File: src/rtl/nearest_blob_track_table_assert.svh
// ----------------------------------------------------------------------------
// Assertion macros for the nearest blob track table
// Short forms for the clocked property checks at the end of the top level.
// ----------------------------------------------------------------------------
`ifndef NEAREST_BLOB_TRACK_TABLE_ASSERT_SVH
`define NEAREST_BLOB_TRACK_TABLE_ASSERT_SVH

// same-cycle implication
`define NBTT_ASSERT_IMPLY(label, clk, rst, cond, chk, msg) \
   label: assert property (@(posedge clk) disable iff (rst) (cond) |-> (chk)) \
      else $error(msg);

// next-cycle implication
`define NBTT_ASSERT_NEXT(label, clk, rst, cond, chk, msg) \
   label: assert property (@(posedge clk) disable iff (rst) (cond) |=> (chk)) \
      else $error(msg);

`endif

File: src/rtl/nbtt_pkg.sv
// ----------------------------------------------------------------------------
// nbtt_pkg
// Shared sizes, types and state codes of the nearest blob track table.
// ----------------------------------------------------------------------------
package nbtt_pkg;

   localparam int TRACK_DEPTH = 32;
   localparam int SLOT_W      = $clog2(TRACK_DEPTH);
   localparam int COUNT_W     = $clog2(TRACK_DEPTH + 1);
   localparam int ID_W        = 16;
   localparam int COORD_W     = 12;
   localparam int DIAG_W      = 13;
   localparam int RATIO_W     = 8;
   localparam int RATIO_FRAC  = 4;
   localparam int LIM_W       = DIAG_W + RATIO_W;
   localparam int LIM_SQ_W    = 2 * LIM_W;
   localparam int D2_W        = 2 * COORD_W + 1;
   localparam int ENTRY_W     = 2 * COORD_W + ID_W;
   localparam int QUEUE_DEPTH = 2;
   localparam int QPTR_W      = $clog2(QUEUE_DEPTH);
   localparam int QCOUNT_W    = $clog2(QUEUE_DEPTH + 1);

   localparam logic [RATIO_W-1:0] RATIO_RESET = 8'd24;

   typedef struct packed {
      logic [COORD_W-1:0]  x;
      logic [COORD_W-1:0]  y;
      logic [LIM_SQ_W-1:0] lim_sq;
   } item_type;

   typedef struct packed {
      logic     valid;
      item_type item;
   } qhead_type;

   typedef struct packed {
      logic [ID_W-1:0]   blob_id;
      logic [SLOT_W-1:0] slot;
      logic              is_new;
      logic              dropped;
   } result_type;

   typedef enum logic [1:0] {
      ST_IDLE,
      ST_SCAN,
      ST_DECIDE
   } state_type;

endpackage

File: src/rtl/nearest_blob_track_table.sv
// ----------------------------------------------------------------------------
// nearest_blob_track_table
// Nearest-neighbor centroid tracker over a table of up to 32 tracked blobs.
// ----------------------------------------------------------------------------
// Each item is one detected blob (center and bounding diagonal). The block
// finds the stored track nearest to it by squared distance (lowest slot on a
// tie); when that distance is below diagonal * csr ratio / 16 the track takes
// the new center and keeps its id, otherwise a new track is appended with the
// next id (1 upward, 0 never used), or the blob is reported dropped when all
// 32 slots are taken. Results come out one per item, in order. For each item
// the back end takes it from the queue, reads the stored tracks one per cycle
// from the single read port of the track memory (a linear search), flushes
// the distance pipeline, closes the search and then decides; it takes a new
// item only once the last one is decided. Items are buffered in a two-entry
// queue ahead of the search, and the result sits in an output register, so
// the input keeps taking items while a result waits to be popped, until the
// queue fills. On input, diagonal * ratio is registered in the limit stage
// and squared as the item is written into the queue. The ratio register
// (csr_wdata, 4.4 fixed point, reset 1.5) must only be written while no item
// is in flight; the track memory needs no clearing after reset since only
// slots below the track count are ever read.
// ----------------------------------------------------------------------------
`include "nearest_blob_track_table_assert.svh"

module nearest_blob_track_table (
   input  logic                         clock,
   input  logic                         reset,
   // configuration
   input  logic                         csr_valid,
   output logic                         csr_ready,
   input  logic [nbtt_pkg::RATIO_W-1:0] csr_wdata,
   // blob items in
   input  logic [nbtt_pkg::COORD_W-1:0] req_center_x,
   input  logic [nbtt_pkg::COORD_W-1:0] req_center_y,
   input  logic [nbtt_pkg::DIAG_W-1:0]  req_diagonal,
   input  logic                         req_push,
   output logic                         req_full,
   // track results out
   output logic [nbtt_pkg::ID_W-1:0]    rsp_blob_id,
   output logic [nbtt_pkg::SLOT_W-1:0]  rsp_slot,
   output logic                         rsp_is_new,
   output logic                         rsp_dropped,
   output logic                         rsp_empty,
   input  logic                         rsp_pop
);
   import nbtt_pkg::*;

   qhead_type  head;      // oldest queued item, with its limit squared
   logic       head_pop;
   result_type rsp;

   // front: ratio register, limit = diag * ratio, limit squared, item queue
   nbtt_front u_front (
      .clock        (clock),
      .reset        (reset),
      .csr_valid    (csr_valid),
      .csr_ready    (csr_ready),
      .csr_wdata    (csr_wdata),
      .req_center_x (req_center_x),
      .req_center_y (req_center_y),
      .req_diagonal (req_diagonal),
      .req_push     (req_push),
      .req_full     (req_full),
      .head         (head),
      .head_pop     (head_pop)
   );

   // back: linear search, match decision, table write-back, output register
   nbtt_back u_back (
      .clock     (clock),
      .reset     (reset),
      .head      (head),
      .head_pop  (head_pop),
      .rsp       (rsp),
      .rsp_empty (rsp_empty),
      .rsp_pop   (rsp_pop)
   );

   assign rsp_blob_id = rsp.blob_id;
   assign rsp_slot    = rsp.slot;
   assign rsp_is_new  = rsp.is_new;
   assign rsp_dropped = rsp.dropped;

   // a dropped blob carries no id, no slot and no new flag
   `NBTT_ASSERT_IMPLY(a_drop_fields, clock, reset, !rsp_empty && rsp_dropped,
      rsp_blob_id == '0 && rsp_slot == '0 && !rsp_is_new, "dropped item with fields set")
   // id zero is reserved for dropped blobs
   `NBTT_ASSERT_IMPLY(a_id_nonzero, clock, reset, !rsp_empty && !rsp_dropped,
      rsp_blob_id != '0, "tracked item with id zero")
   // the back end only takes an item that the queue holds
   `NBTT_ASSERT_IMPLY(a_pop_valid, clock, reset, head_pop, head.valid,
      "queue popped while empty")
   // one item at a time: a take is always followed by a search
   `NBTT_ASSERT_NEXT(a_pop_spacing, clock, reset, head_pop, !head_pop,
      "queue popped on consecutive cycles")

endmodule

File: src/rtl/nbtt_ram.sv
// ----------------------------------------------------------------------------
// nbtt_ram
// Generic single-write, single-read RAM with registered read data.
// ----------------------------------------------------------------------------
module nbtt_ram #(
   parameter int WIDTH = 8,
   parameter int DEPTH = 32
) (
   input  logic                     clock,
   input  logic                     wr_en,
   input  logic [$clog2(DEPTH)-1:0] wr_addr,
   input  logic [WIDTH-1:0]         wr_data,
   input  logic                     rd_en,
   input  logic [$clog2(DEPTH)-1:0] rd_addr,
   output logic [WIDTH-1:0]         rd_data
);

   logic [WIDTH-1:0] mem [DEPTH];

   always_ff @(posedge clock) begin
      if (wr_en) begin
         mem[wr_addr] <= wr_data;
      end
      if (rd_en) begin
         rd_data <= mem[rd_addr];
      end
   end

endmodule

File: src/rtl/nbtt_front.sv
// ----------------------------------------------------------------------------
// nbtt_front
// Input side: ratio register, match limit squared, short item queue.
// ----------------------------------------------------------------------------
module nbtt_front (
   input  logic                            clock,
   input  logic                            reset,
   input  logic                            csr_valid,
   output logic                            csr_ready,
   input  logic [nbtt_pkg::RATIO_W-1:0]    csr_wdata,
   input  logic [nbtt_pkg::COORD_W-1:0]    req_center_x,
   input  logic [nbtt_pkg::COORD_W-1:0]    req_center_y,
   input  logic [nbtt_pkg::DIAG_W-1:0]     req_diagonal,
   input  logic                            req_push,
   output logic                            req_full,
   output nbtt_pkg::qhead_type             head,
   input  logic                            head_pop
);
   import nbtt_pkg::*;

   logic [RATIO_W-1:0]  ratio_ff, ratio_in;

   // stage: limit = diagonal * ratio
   logic                s_valid_ff, s_valid_in;
   logic [COORD_W-1:0]  s_x_ff, s_x_in;
   logic [COORD_W-1:0]  s_y_ff, s_y_in;
   logic [LIM_W-1:0]    s_lim_ff, s_lim_in;

   // queue
   item_type            q_mem_ff [QUEUE_DEPTH];
   logic [QPTR_W-1:0]   wr_ptr_ff, wr_ptr_in;
   logic [QPTR_W-1:0]   rd_ptr_ff, rd_ptr_in;
   logic [QCOUNT_W-1:0] q_count_ff, q_count_in;

   logic                q_full;
   logic                advance;
   logic                accept;
   logic [LIM_SQ_W-1:0] lim_sq;
   item_type            q_entry;

   assign csr_ready = 1'b1;
   assign ratio_in  = (csr_valid && csr_ready) ? csr_wdata : ratio_ff;

   assign q_full   = (q_count_ff == QCOUNT_W'(QUEUE_DEPTH));
   assign advance  = s_valid_ff && !q_full;
   assign req_full = s_valid_ff && q_full;
   assign accept   = req_push && !req_full;

   assign s_valid_in = accept || (s_valid_ff && !advance);
   assign s_x_in     = accept ? req_center_x : s_x_ff;
   assign s_y_in     = accept ? req_center_y : s_y_ff;
   assign s_lim_in   = accept ? (LIM_W'(req_diagonal) * LIM_W'(ratio_ff)) : s_lim_ff;

   assign lim_sq  = LIM_SQ_W'(s_lim_ff) * LIM_SQ_W'(s_lim_ff);
   assign q_entry = '{x: s_x_ff, y: s_y_ff, lim_sq: lim_sq};

   assign wr_ptr_in  = advance ? wr_ptr_ff + 1'b1 : wr_ptr_ff;
   assign rd_ptr_in  = head_pop ? rd_ptr_ff + 1'b1 : rd_ptr_ff;
   assign q_count_in = q_count_ff + QCOUNT_W'(advance) - QCOUNT_W'(head_pop);

   assign head.valid = (q_count_ff != '0);
   assign head.item  = q_mem_ff[rd_ptr_ff];

   always_ff @(posedge clock) begin
      if (reset) begin
         ratio_ff   <= RATIO_RESET;
         s_valid_ff <= 1'b0;
         wr_ptr_ff  <= '0;
         rd_ptr_ff  <= '0;
         q_count_ff <= '0;
      end else begin
         ratio_ff   <= ratio_in;
         s_valid_ff <= s_valid_in;
         wr_ptr_ff  <= wr_ptr_in;
         rd_ptr_ff  <= rd_ptr_in;
         q_count_ff <= q_count_in;
      end
   end

   always_ff @(posedge clock) begin
      s_x_ff   <= s_x_in;
      s_y_ff   <= s_y_in;
      s_lim_ff <= s_lim_in;
      if (advance) begin
         q_mem_ff[wr_ptr_ff] <= q_entry;
      end
   end

endmodule

File: src/rtl/nbtt_back.sv
// ----------------------------------------------------------------------------
// nbtt_back
// Track search and update: scans the track memory, picks the nearest entry,
// writes back and hands the result to the output register.
// ----------------------------------------------------------------------------
module nbtt_back (
   input  logic                 clock,
   input  logic                 reset,
   input  nbtt_pkg::qhead_type  head,
   output logic                 head_pop,
   output nbtt_pkg::result_type rsp,
   output logic                 rsp_empty,
   input  logic                 rsp_pop
);
   import nbtt_pkg::*;

   state_type            state_ff, state_in;
   item_type             item_ff, item_in;
   logic [COUNT_W-1:0]   rd_idx_ff, rd_idx_in;

   // search pipeline: read, distance parts, squared distance
   logic                 v1_ff, v2_ff, v3_ff;
   logic [SLOT_W-1:0]    idx1_ff, idx2_ff, idx3_ff;
   logic [COORD_W-1:0]   dx_ff, dx_in, dy_ff, dy_in;
   logic [ID_W-1:0]      id2_ff, id3_ff;
   logic [D2_W-1:0]      d2_ff, d2_in;

   logic                 found_ff;
   logic [D2_W-1:0]      best_d2_ff;
   logic [SLOT_W-1:0]    best_idx_ff;
   logic [ID_W-1:0]      best_id_ff;

   logic [COUNT_W-1:0]   count_ff, count_in;
   logic [ID_W-1:0]      next_id_ff, next_id_in;

   logic                 out_valid_ff, out_valid_in;
   result_type           out_ff, out_in;

   logic                 issue;
   logic                 scan_done;
   logic                 commit;
   logic                 out_free;
   logic                 take_best;

   logic [ENTRY_W-1:0]   rd_data;
   logic [COORD_W-1:0]   rx, ry;
   logic [ID_W-1:0]      rid;
   logic [2*COORD_W-1:0] sq_x, sq_y;
   logic [LIM_SQ_W-1:0]  d2_scaled;
   logic                 match;
   logic                 has_room;
   logic                 wr_en;
   logic [SLOT_W-1:0]    wr_addr;
   logic [ENTRY_W-1:0]   wr_data;
   result_type           res;

   nbtt_ram #(
      .WIDTH (ENTRY_W),
      .DEPTH (TRACK_DEPTH)
   ) u_track_ram (
      .clock   (clock),
      .wr_en   (wr_en),
      .wr_addr (wr_addr),
      .wr_data (wr_data),
      .rd_en   (issue),
      .rd_addr (rd_idx_ff[SLOT_W-1:0]),
      .rd_data (rd_data)
   );

   // next state
   always_comb begin
      state_in = state_ff;
      case (state_ff)
         ST_IDLE: begin
            if (head.valid) begin
               state_in = ST_SCAN;
            end
         end
         ST_SCAN: begin
            if (scan_done) begin
               state_in = ST_DECIDE;
            end
         end
         ST_DECIDE: begin
            if (out_free) begin
               state_in = ST_IDLE;
            end
         end
         default: state_in = ST_IDLE;
      endcase
   end

   // control outputs
   always_comb begin
      head_pop  = 1'b0;
      issue     = 1'b0;
      scan_done = 1'b0;
      commit    = 1'b0;
      case (state_ff)
         ST_IDLE: begin
            head_pop = head.valid;
         end
         ST_SCAN: begin
            issue     = (rd_idx_ff < count_ff);
            scan_done = !issue && !v1_ff && !v2_ff && !v3_ff;
         end
         ST_DECIDE: begin
            commit = out_free;
         end
         default: begin
            head_pop = 1'b0;
         end
      endcase
   end

   assign out_free = !out_valid_ff || rsp_pop;

   assign item_in   = head_pop ? head.item : item_ff;
   assign rd_idx_in = head_pop ? '0 : (issue ? rd_idx_ff + 1'b1 : rd_idx_ff);

   // distance parts
   assign rx    = rd_data[ENTRY_W-1 -: COORD_W];
   assign ry    = rd_data[ID_W +: COORD_W];
   assign rid   = rd_data[ID_W-1:0];
   assign dx_in = (item_ff.x >= rx) ? item_ff.x - rx : rx - item_ff.x;
   assign dy_in = (item_ff.y >= ry) ? item_ff.y - ry : ry - item_ff.y;

   assign sq_x  = (2*COORD_W)'(dx_ff) * (2*COORD_W)'(dx_ff);
   assign sq_y  = (2*COORD_W)'(dy_ff) * (2*COORD_W)'(dy_ff);
   assign d2_in = {1'b0, sq_x} + {1'b0, sq_y};

   // strict less keeps the lowest index on a tie
   assign take_best = v3_ff && (!found_ff || (d2_ff < best_d2_ff));

   // d2 * 256 < (diag * ratio)^2, both sides exact
   assign d2_scaled = LIM_SQ_W'({best_d2_ff, {(2*RATIO_FRAC){1'b0}}});
   assign match     = found_ff && (d2_scaled < item_ff.lim_sq);
   assign has_room  = (count_ff < COUNT_W'(TRACK_DEPTH));

   always_comb begin
      wr_en   = 1'b0;
      wr_addr = best_idx_ff;
      wr_data = {item_ff.x, item_ff.y, best_id_ff};
      res     = '{blob_id: '0, slot: '0, is_new: 1'b0, dropped: 1'b1};
      if (match) begin
         wr_en = commit;
         res   = '{blob_id: best_id_ff, slot: best_idx_ff, is_new: 1'b0, dropped: 1'b0};
      end else if (has_room) begin
         wr_en   = commit;
         wr_addr = count_ff[SLOT_W-1:0];
         wr_data = {item_ff.x, item_ff.y, next_id_ff};
         res     = '{blob_id: next_id_ff, slot: count_ff[SLOT_W-1:0], is_new: 1'b1,
                     dropped: 1'b0};
      end
   end

   always_comb begin
      count_in   = count_ff;
      next_id_in = next_id_ff;
      if (commit && !match && has_room) begin
         count_in   = count_ff + 1'b1;
         next_id_in = (next_id_ff == '1) ? ID_W'(1) : next_id_ff + 1'b1;
      end
   end

   assign out_valid_in = commit || (out_valid_ff && !rsp_pop);
   assign out_in       = commit ? res : out_ff;

   assign rsp       = out_ff;
   assign rsp_empty = !out_valid_ff;

   always_ff @(posedge clock) begin
      if (reset) begin
         state_ff     <= ST_IDLE;
         v1_ff        <= 1'b0;
         v2_ff        <= 1'b0;
         v3_ff        <= 1'b0;
         found_ff     <= 1'b0;
         count_ff     <= '0;
         next_id_ff   <= ID_W'(1);
         out_valid_ff <= 1'b0;
      end else begin
         state_ff     <= state_in;
         v1_ff        <= issue;
         v2_ff        <= v1_ff;
         v3_ff        <= v2_ff;
         if (head_pop) begin
            found_ff <= 1'b0;
         end else if (take_best) begin
            found_ff <= 1'b1;
         end
         count_ff     <= count_in;
         next_id_ff   <= next_id_in;
         out_valid_ff <= out_valid_in;
      end
   end

   always_ff @(posedge clock) begin
      item_ff   <= item_in;
      rd_idx_ff <= rd_idx_in;
      idx1_ff   <= rd_idx_ff[SLOT_W-1:0];
      idx2_ff   <= idx1_ff;
      dx_ff     <= dx_in;
      dy_ff     <= dy_in;
      id2_ff    <= rid;
      idx3_ff   <= idx2_ff;
      id3_ff    <= id2_ff;
      d2_ff     <= d2_in;
      if (take_best) begin
         best_d2_ff  <= d2_ff;
         best_idx_ff <= idx3_ff;
         best_id_ff  <= id3_ff;
      end
      out_ff    <= out_in;
   end

endmodule

File: config.mk
export PLATFORM = sky130hd
export DESIGN_NAME = nearest_blob_track_table
export DESIGN_NICKNAME = d
export VERILOG_FILES = /design/src/rtl/nbtt_pkg.sv /design/src/rtl/nearest_blob_track_table.sv /design/src/rtl/nbtt_ram.sv /design/src/rtl/nbtt_front.sv /design/src/rtl/nbtt_back.sv
export VERILOG_INCLUDE_DIRS = /design/src /design/src/rtl
export SDC_FILE = /design/constraint.sdc
export NUM_CORES = 2
export LEC_CHECK = 0
export ABC_AREA = 0
export BUFFER_PORTS_ARGS = -buffer_cell sky130_fd_sc_hd__buf_2
export CORE_UTILIZATION = 40
export DETAILED_ROUTE_END_ITERATION = 7
export PLACE_DENSITY = 0.63
export SLEW_MARGIN = 5
export SYNTH_ARGS = -nofsm -noshare
export SYNTH_HDL_FRONTEND = slang
export SYNTH_HIERARCHICAL = 1
export SYNTH_SLANG_ARGS = --single-unit
File: constraint.sdc
create_clock -name clock -period 7.8 [get_ports clock]
set_input_delay 1.17 -clock clock [delete_from_list [all_inputs] [get_ports clock]]
set_output_delay 1.17 -clock clock [all_outputs]
set_load 0.1 [all_outputs]
# [Word-level counts from Yosys, hierarchy flattened]
# Memories as Yosys holds them, arrays and structs flattened. A register that Yosys moved wholly into a read port is not among the register bits.
# Cells that the tools add are included.
[word_totals] reg_bits=258 ramBits=1412 inputBits=50 output_inout_bits=26 word_cells=117 mem_count=2
[memory_table] name="u_back.u_track_ram.mem" depth=32 width=40 rd=1 rd_ports_with_merged_regs=1 write_ports=1 line="nbtt_ram.sv:18" rtl="logic [WIDTH-1:0] mem [DEPTH];"
[memory_table] name="u_front.q_mem_ff" depth=2 width=66 rd=1 rd_ports_with_merged_regs=1 write_ports=1 line="nbtt_front.sv:30" rtl="item_type q_mem_ff [QUEUE_DEPTH];"
[op_classes] n_addsub=12 multipliers=4 order_cmp=6 eq_ne=7 mux=23 reduce_logical=31
[op_table] cell="$mul 12x12->24" count=2
[op_table] cell="$mux 16" count=3
[op_table] cell="$sub 12x12->12" count=4
[op_table] cell="$mux 23" count=2
[op_table] cell="$lt 33x42->1" count=1
[op_table] cell="$mul 21x21->42" count=1
[op_table] cell="$add 24x24->25" count=1
[op_table] cell="$lt 25x25->1" count=1
[op_table] cell="$ge 12x12->1" count=2
[op_table] cell="$mux 12" count=2
[op_table] cell="$mul 13x8->21" count=1
[op_table] cell="$add 16x1->16 const B" count=1
[op_table] cell="$eq 16x16->1 const B" count=1
[op_table] cell="$add 6x1->6 const B" count=2
[op_table] cell="$logic_and 1x1->1" count=12
[op_table] cell="$logic_not 1->1" count=11
[op_table] cell="$mux 1" count=10
[op_table] cell="$mux 5" count=2
[op_table] cell="$lt 6x6->1" count=1
[op_table] cell="$lt 6x6->1 const B" count=1
[op_table] cell="$mux 2" count=3
[op_table] cell="$ne 2x1->1 const B" count=3
[op_table] cell="$pmux 2 s3" count=1
[op_table] cell="$eq 2x2->1 const B" count=2
[op_table] cell="9 further kinds" count=13

# [Logic depth before layout (Yosys ltp)]
[logic_depth] depth_word=8 mapped_depth=29 depth_no_buf=28

# [Hierarchy]
# Netlist, hierarchy kept.
[modules_own_cells] mod="nbtt_ram" instances=1 cells_per_inst=2813 area_each_um2=50965.1 seq_area_each_um2=39638.0
[modules_own_cells] mod="nbtt_front" instances=1 cells_per_inst=2030 area_each_um2=22059.9 seq_area_each_um2=5535.3
[modules_own_cells] mod="nbtt_back" instances=1 cells_per_inst=1859 area_each_um2=19661.4 seq_area_each_um2=6676.4

# [Least setup slack after synthesis]
# OpenSTA, ideal clock, no wires.
[synth_path] path_kind="reg2reg" start="register u_front.s_lim_ff[3]" end="memory u_front/q_mem_ff[0][41] (netlist bit), data pin" setup_time_ns=0.262 arrival_time_ns=6.791 required_ns=7.538 slack_ns=0.747 path_stages_with_launch=28 path_buffers=2 synth_period_minus_slack_ns=7.053 cell_sequence="edfxtp_1 clkbuf_1 clkbuf_1 nand2_1 fa_1 inv_1 fa_1 inv_1 fa_1 inv_1 fa_1 fa_1 fa_1 inv_1 fa_1 inv_1 ha_1 a21o_1 a21o_1 a21o_1 a21o_1 a211oi_2 a211oi_2 o21ai_2 a21oi_2 a2111oi_4 a21oi_2 xnor2_1"
[synth_between] elab_chain_len=1
[synth_rtl] element="start: declaration" line="nbtt_front.sv:27" rtl="logic [LIM_W-1:0] s_lim_ff, s_lim_in;"
[synth_rtl] element="start signal: assignment" line="nbtt_front.sv:83" rtl="s_lim_ff <= s_lim_in;"
[synth_rtl] element="$mul 21x21->42" line="nbtt_front.sv:54" rtl="assign lim_sq = LIM_SQ_W'(s_lim_ff) * LIM_SQ_W'(s_lim_ff);"
[synth_rtl] element="via u_front.lim_sq[41]" line="nbtt_front.sv:38" rtl="logic [LIM_SQ_W-1:0] lim_sq;"
[synth_rtl] element="end: declaration" line="nbtt_front.sv:30"
# The timed path passes the listed nets, and every way through them passes these cells.

# [Worst setup path in the final report]
[layout_path] start="register u_front.s_lim_ff[7]" end="memory u_front/q_mem_ff[1][41] (netlist bit), data pin"
# The elaborated chain is that of the path after synthesis.

==> results.md <==
- Io pins: 76
- Clock Path Buffers: 3
- CP Capture Type: flip-flop
- Most frequent cells after synthesis: edfxtp_1 (1630), inv_1 (920), mux2i_1 (664)
- Final wirelength: 216000 um
- WS Path Type: reg2reg
- Arrival time worst endpoint: just under 8 ns
- Number of H-tree levels: 4
- Top delay family on crit path: adder cells
- Die Width: 483 um
- Initial antenna violation count: 9
- Clk slew on worst S/H paths: around 0.080 ns
- Vias/cell: between 5 and 6
- Worst R2R Start: u_front/s_lim_ff[7]
- Setup violators final: 0
- Maxcap violations: 0
- Gr ovfl total: 0
- CTS root buf: clkbuf_16
- Post-DR wirelength/cell: 21.7 um
- Layout net count: between 7000 and 8000
- Max-slew violation count: 0
- Row count: 176
- Worst-skew pair later-pin latency: 0.84 ns
- Sequential share of the synthesized area: 55.9%
- Post-synth EDFFs: 1630
- R2r endpoint: u_front/q_mem_ff[1][41]
- TritonCTS clock tree: done
- CP Max Fanout: 9
- Ys async rst share: 0%
- Iteration-0 DRC Markers: 4273
- Main synth FF type: edfxtp_1
- FF+latch count, synth: around 1800
- Placeable core region: 230000 um^2
- Vias in the first global route: around 54000
- Worst rel slew slack: roughly 18%
- Startpoint types: flip-flop
- Syn-to-layout area delta: 11.1%
- Critical Path Source: u_front/s_lim_ff[7]
- Netlist cell types: 85
- Min setup slack post-route: 0.362 ns
- Count leader, synth: edfxtp_1
- CP dominant cell by count: fa_1
- DRC: 0
- Yosys top cell area share: a little over half
- Slew @ Worst Pin: roughly 1.2 ns
- DIE HEIGHT: between 400 and 500 um
- Fin crit period: roughly 7.4 ns
- Largest net degree at the start of global routing: 119
- Die area: 234000 um^2
- WP data required: around 8.3 ns
- Sink Count: about 1800
- Ys Warns: 6
- Top cell type by total area after synthesis: edfxtp_1
- Clock Skew: 0.0746 ns
- RSZ-0062 raised after global routing: false
- Top post-synthesis cells by area: edfxtp_1 (53%), fa_1 (13%), mux2i_1 (7.2%), ha_1 (5.5%), inv_1 (3.7%)
- Worst path bufs/invs: 6
- Num CTS Buffers: 176
- Setup_tns: 0 ns
- Final hold violations: 0
- Synth Instances: roughly 6700
- Status: completed
- Net count after synthesis: just under 8000
- First drt pass iteration count: 5
- WP depth: 25
- Share of cells above drive strength 1: 8.71%
- Post-Place Setup Slack: 0.396 ns
- Reg2Reg Setup Slack: between 0.3 and 0.4 ns
- Initial Util: 40.3%
- Reg2Reg Depth: 25
- HPWL Detailed: 134000 um
- Via Count: 52245
- Tcrit/Tclk final: between 90% and 100%
- Crit path capture: u_front/q_mem_ff[1][41]
- Detail Route Antenna Nets: 0
- Final Util: 44.7%
- Max incr delay on CP: around 0.59 ns
- Hold Path Class: reg2reg
- Mapped cell area: between 90000 and 100000 um^2
- Gr usage total: 18.6%
- Max Freq: 134 MHz
- RePlAce Congestion: 0.831
- First-pass GRT wire length: around 330000 um
- Port Buffers: 74
- Hold Slack: 0.321 ns
- Average cell area after synthesis: ~14 um^2
- Fillers: 20256
- CP max stage cell: edfxtp_1
## per-layer routing
| metal | track usage [%] | up-vias | wire length, um |
|---|---|---|---|
| li1 | - | 23657 | - |
| met1 | 25.1 | 26972 | 94000 |
| met2 | 31.6 | 1326 | 107000 |
| met3 | 2.64 | 286 | 11600 |
| met4 | 4.31 | 4 | 4140 |
| met5 | 0 | - | 21 |
## state kept, by name (all words and copies together), names as in the netlist, 6 cells and up, named ones only
register,flops
u_back/u_track_ram/mem,1280
u_front/q_mem_ff,130
u_back/item_ff,66
u_back/u_track_ram/rd_data,40
u_back/best_d2_ff,25
u_back/d2_ff,25
u_back/rsp,23
u_front/s_lim_ff,21
u_back/best_id_ff,16
u_back/id2_ff,16
u_back/id3_ff,16
u_back/next_id_ff,16
u_back/dx_ff,12
u_back/dy_ff,12
u_front/s_x_ff,12
u_front/s_y_ff,12
u_front/ratio_ff,8
u_back/count_ff,6
u_back/rd_idx_ff,6
## stage by stage
stage | std cells | area (um^2)
2_1_floorplan | 6702 | 92700
6_report | 9987 | 103000
3_5_place_dp | 9650 | 97000
5_1_grt | 9986 | 103000
3_3_place_gp | 9650 | 97000
4_1_cts | 9979 | 103000
## cell type report
cell class                 instances  area, um^2  share of cell area [%]
sequential                      1775       51900                    50.4
multi-input combinational       3734       36300                    35.2
clock buffer                     225        4740                    4.61
tap                             3026        3790                    3.68
inverter                         920        3450                    3.36
timing repair buffer             200        1640                    1.59
clock inverter                   104        1200                    1.16
antenna                            3        7.51                 0.00729
## worst min path at each step
stage,slack [ns],from,cells past startpoint,end
finish,0.32,u_back/idx1_ff[3],0,u_back/idx2_ff[3]
global route,0.33,u_back/id2_ff[8],0,u_back/id3_ff[8]
CTS,0.32,u_back/idx1_ff[3],0,u_back/idx2_ff[3]
detailed placement,0.31,u_back/idx1_ff[3],0,u_back/idx2_ff[3]
global placement,0.31,u_back/id2_ff[8],0,u_back/id3_ff[8]
floorplan,0.31,u_back/id2_ff[0],0,u_back/id3_ff[0]
## cells in the final DEF (no fill, tap or decap), types with 67 or more instances in the layout
master,instances
a21oi_1,212
edfxtp_1,1630
and2_1,213
buf_2,74
nand2_1,417
ha_1,405
clkbuf_16,177
fa_1,585
mux2i_1,664
buf_4,100
nand3_1,157
dfxtp_1,143
mux2_2,67
xnor2_1,79
a22o_1,101
nor2_1,119
inv_1,919
a22oi_1,122
## kinds of logic (layout without fill, tap and decap cells)
family | Yosys count | count (layout) | synth area share (%)
other | 2 | 5 | 0.00810
adders and majority gates | 990 | 990 | 18.1
DFF | 1775 | 1775 | 55.9
xor gates and xnor gates | 123 | 123 | 1.16
AOI/OAI and AO/OA | 718 | 718 | 5.28
muxes | 756 | 756 | 8.29
buffers and inverters | 1193 | 1449 | 5.25
and+or+nand+nor | 1145 | 1145 | 5.97
## worst reg2reg max path: stages, from the launching register on
cell and delay, ns:
edfxtp_1 0.59, buf_4 0.26, nand2_1 0.11, inv_1 0.08, fa_1 0.52, inv_1 0.06, fa_1 0.52, fa_1 0.53
inv_1 0.06, fa_1 0.55, fa_1 0.43, fa_1 0.50, inv_1 0.05, fa_1 0.47, inv_1 0.04, ha_1 0.34
a21o_1 0.18, a21o_1 0.19, a21o_1 0.20, a211oi_2 0.28, a211oi_2 0.16, o21ai_2 0.28, a21oi_2 0.12, a2111oi_4 0.39
a21oi_2 0.11, xnor2_1 0.15
## what timing repair did
action	4_1_cts	5_1_grt
setup buffers	0	5
resized for setup	0	0
hold buffers	0	0
endpoints found under the setup margin	0	6
Power is not shown: default switching activity piles up to over one toggle a cycle in this logic, so the estimate is an artifact.
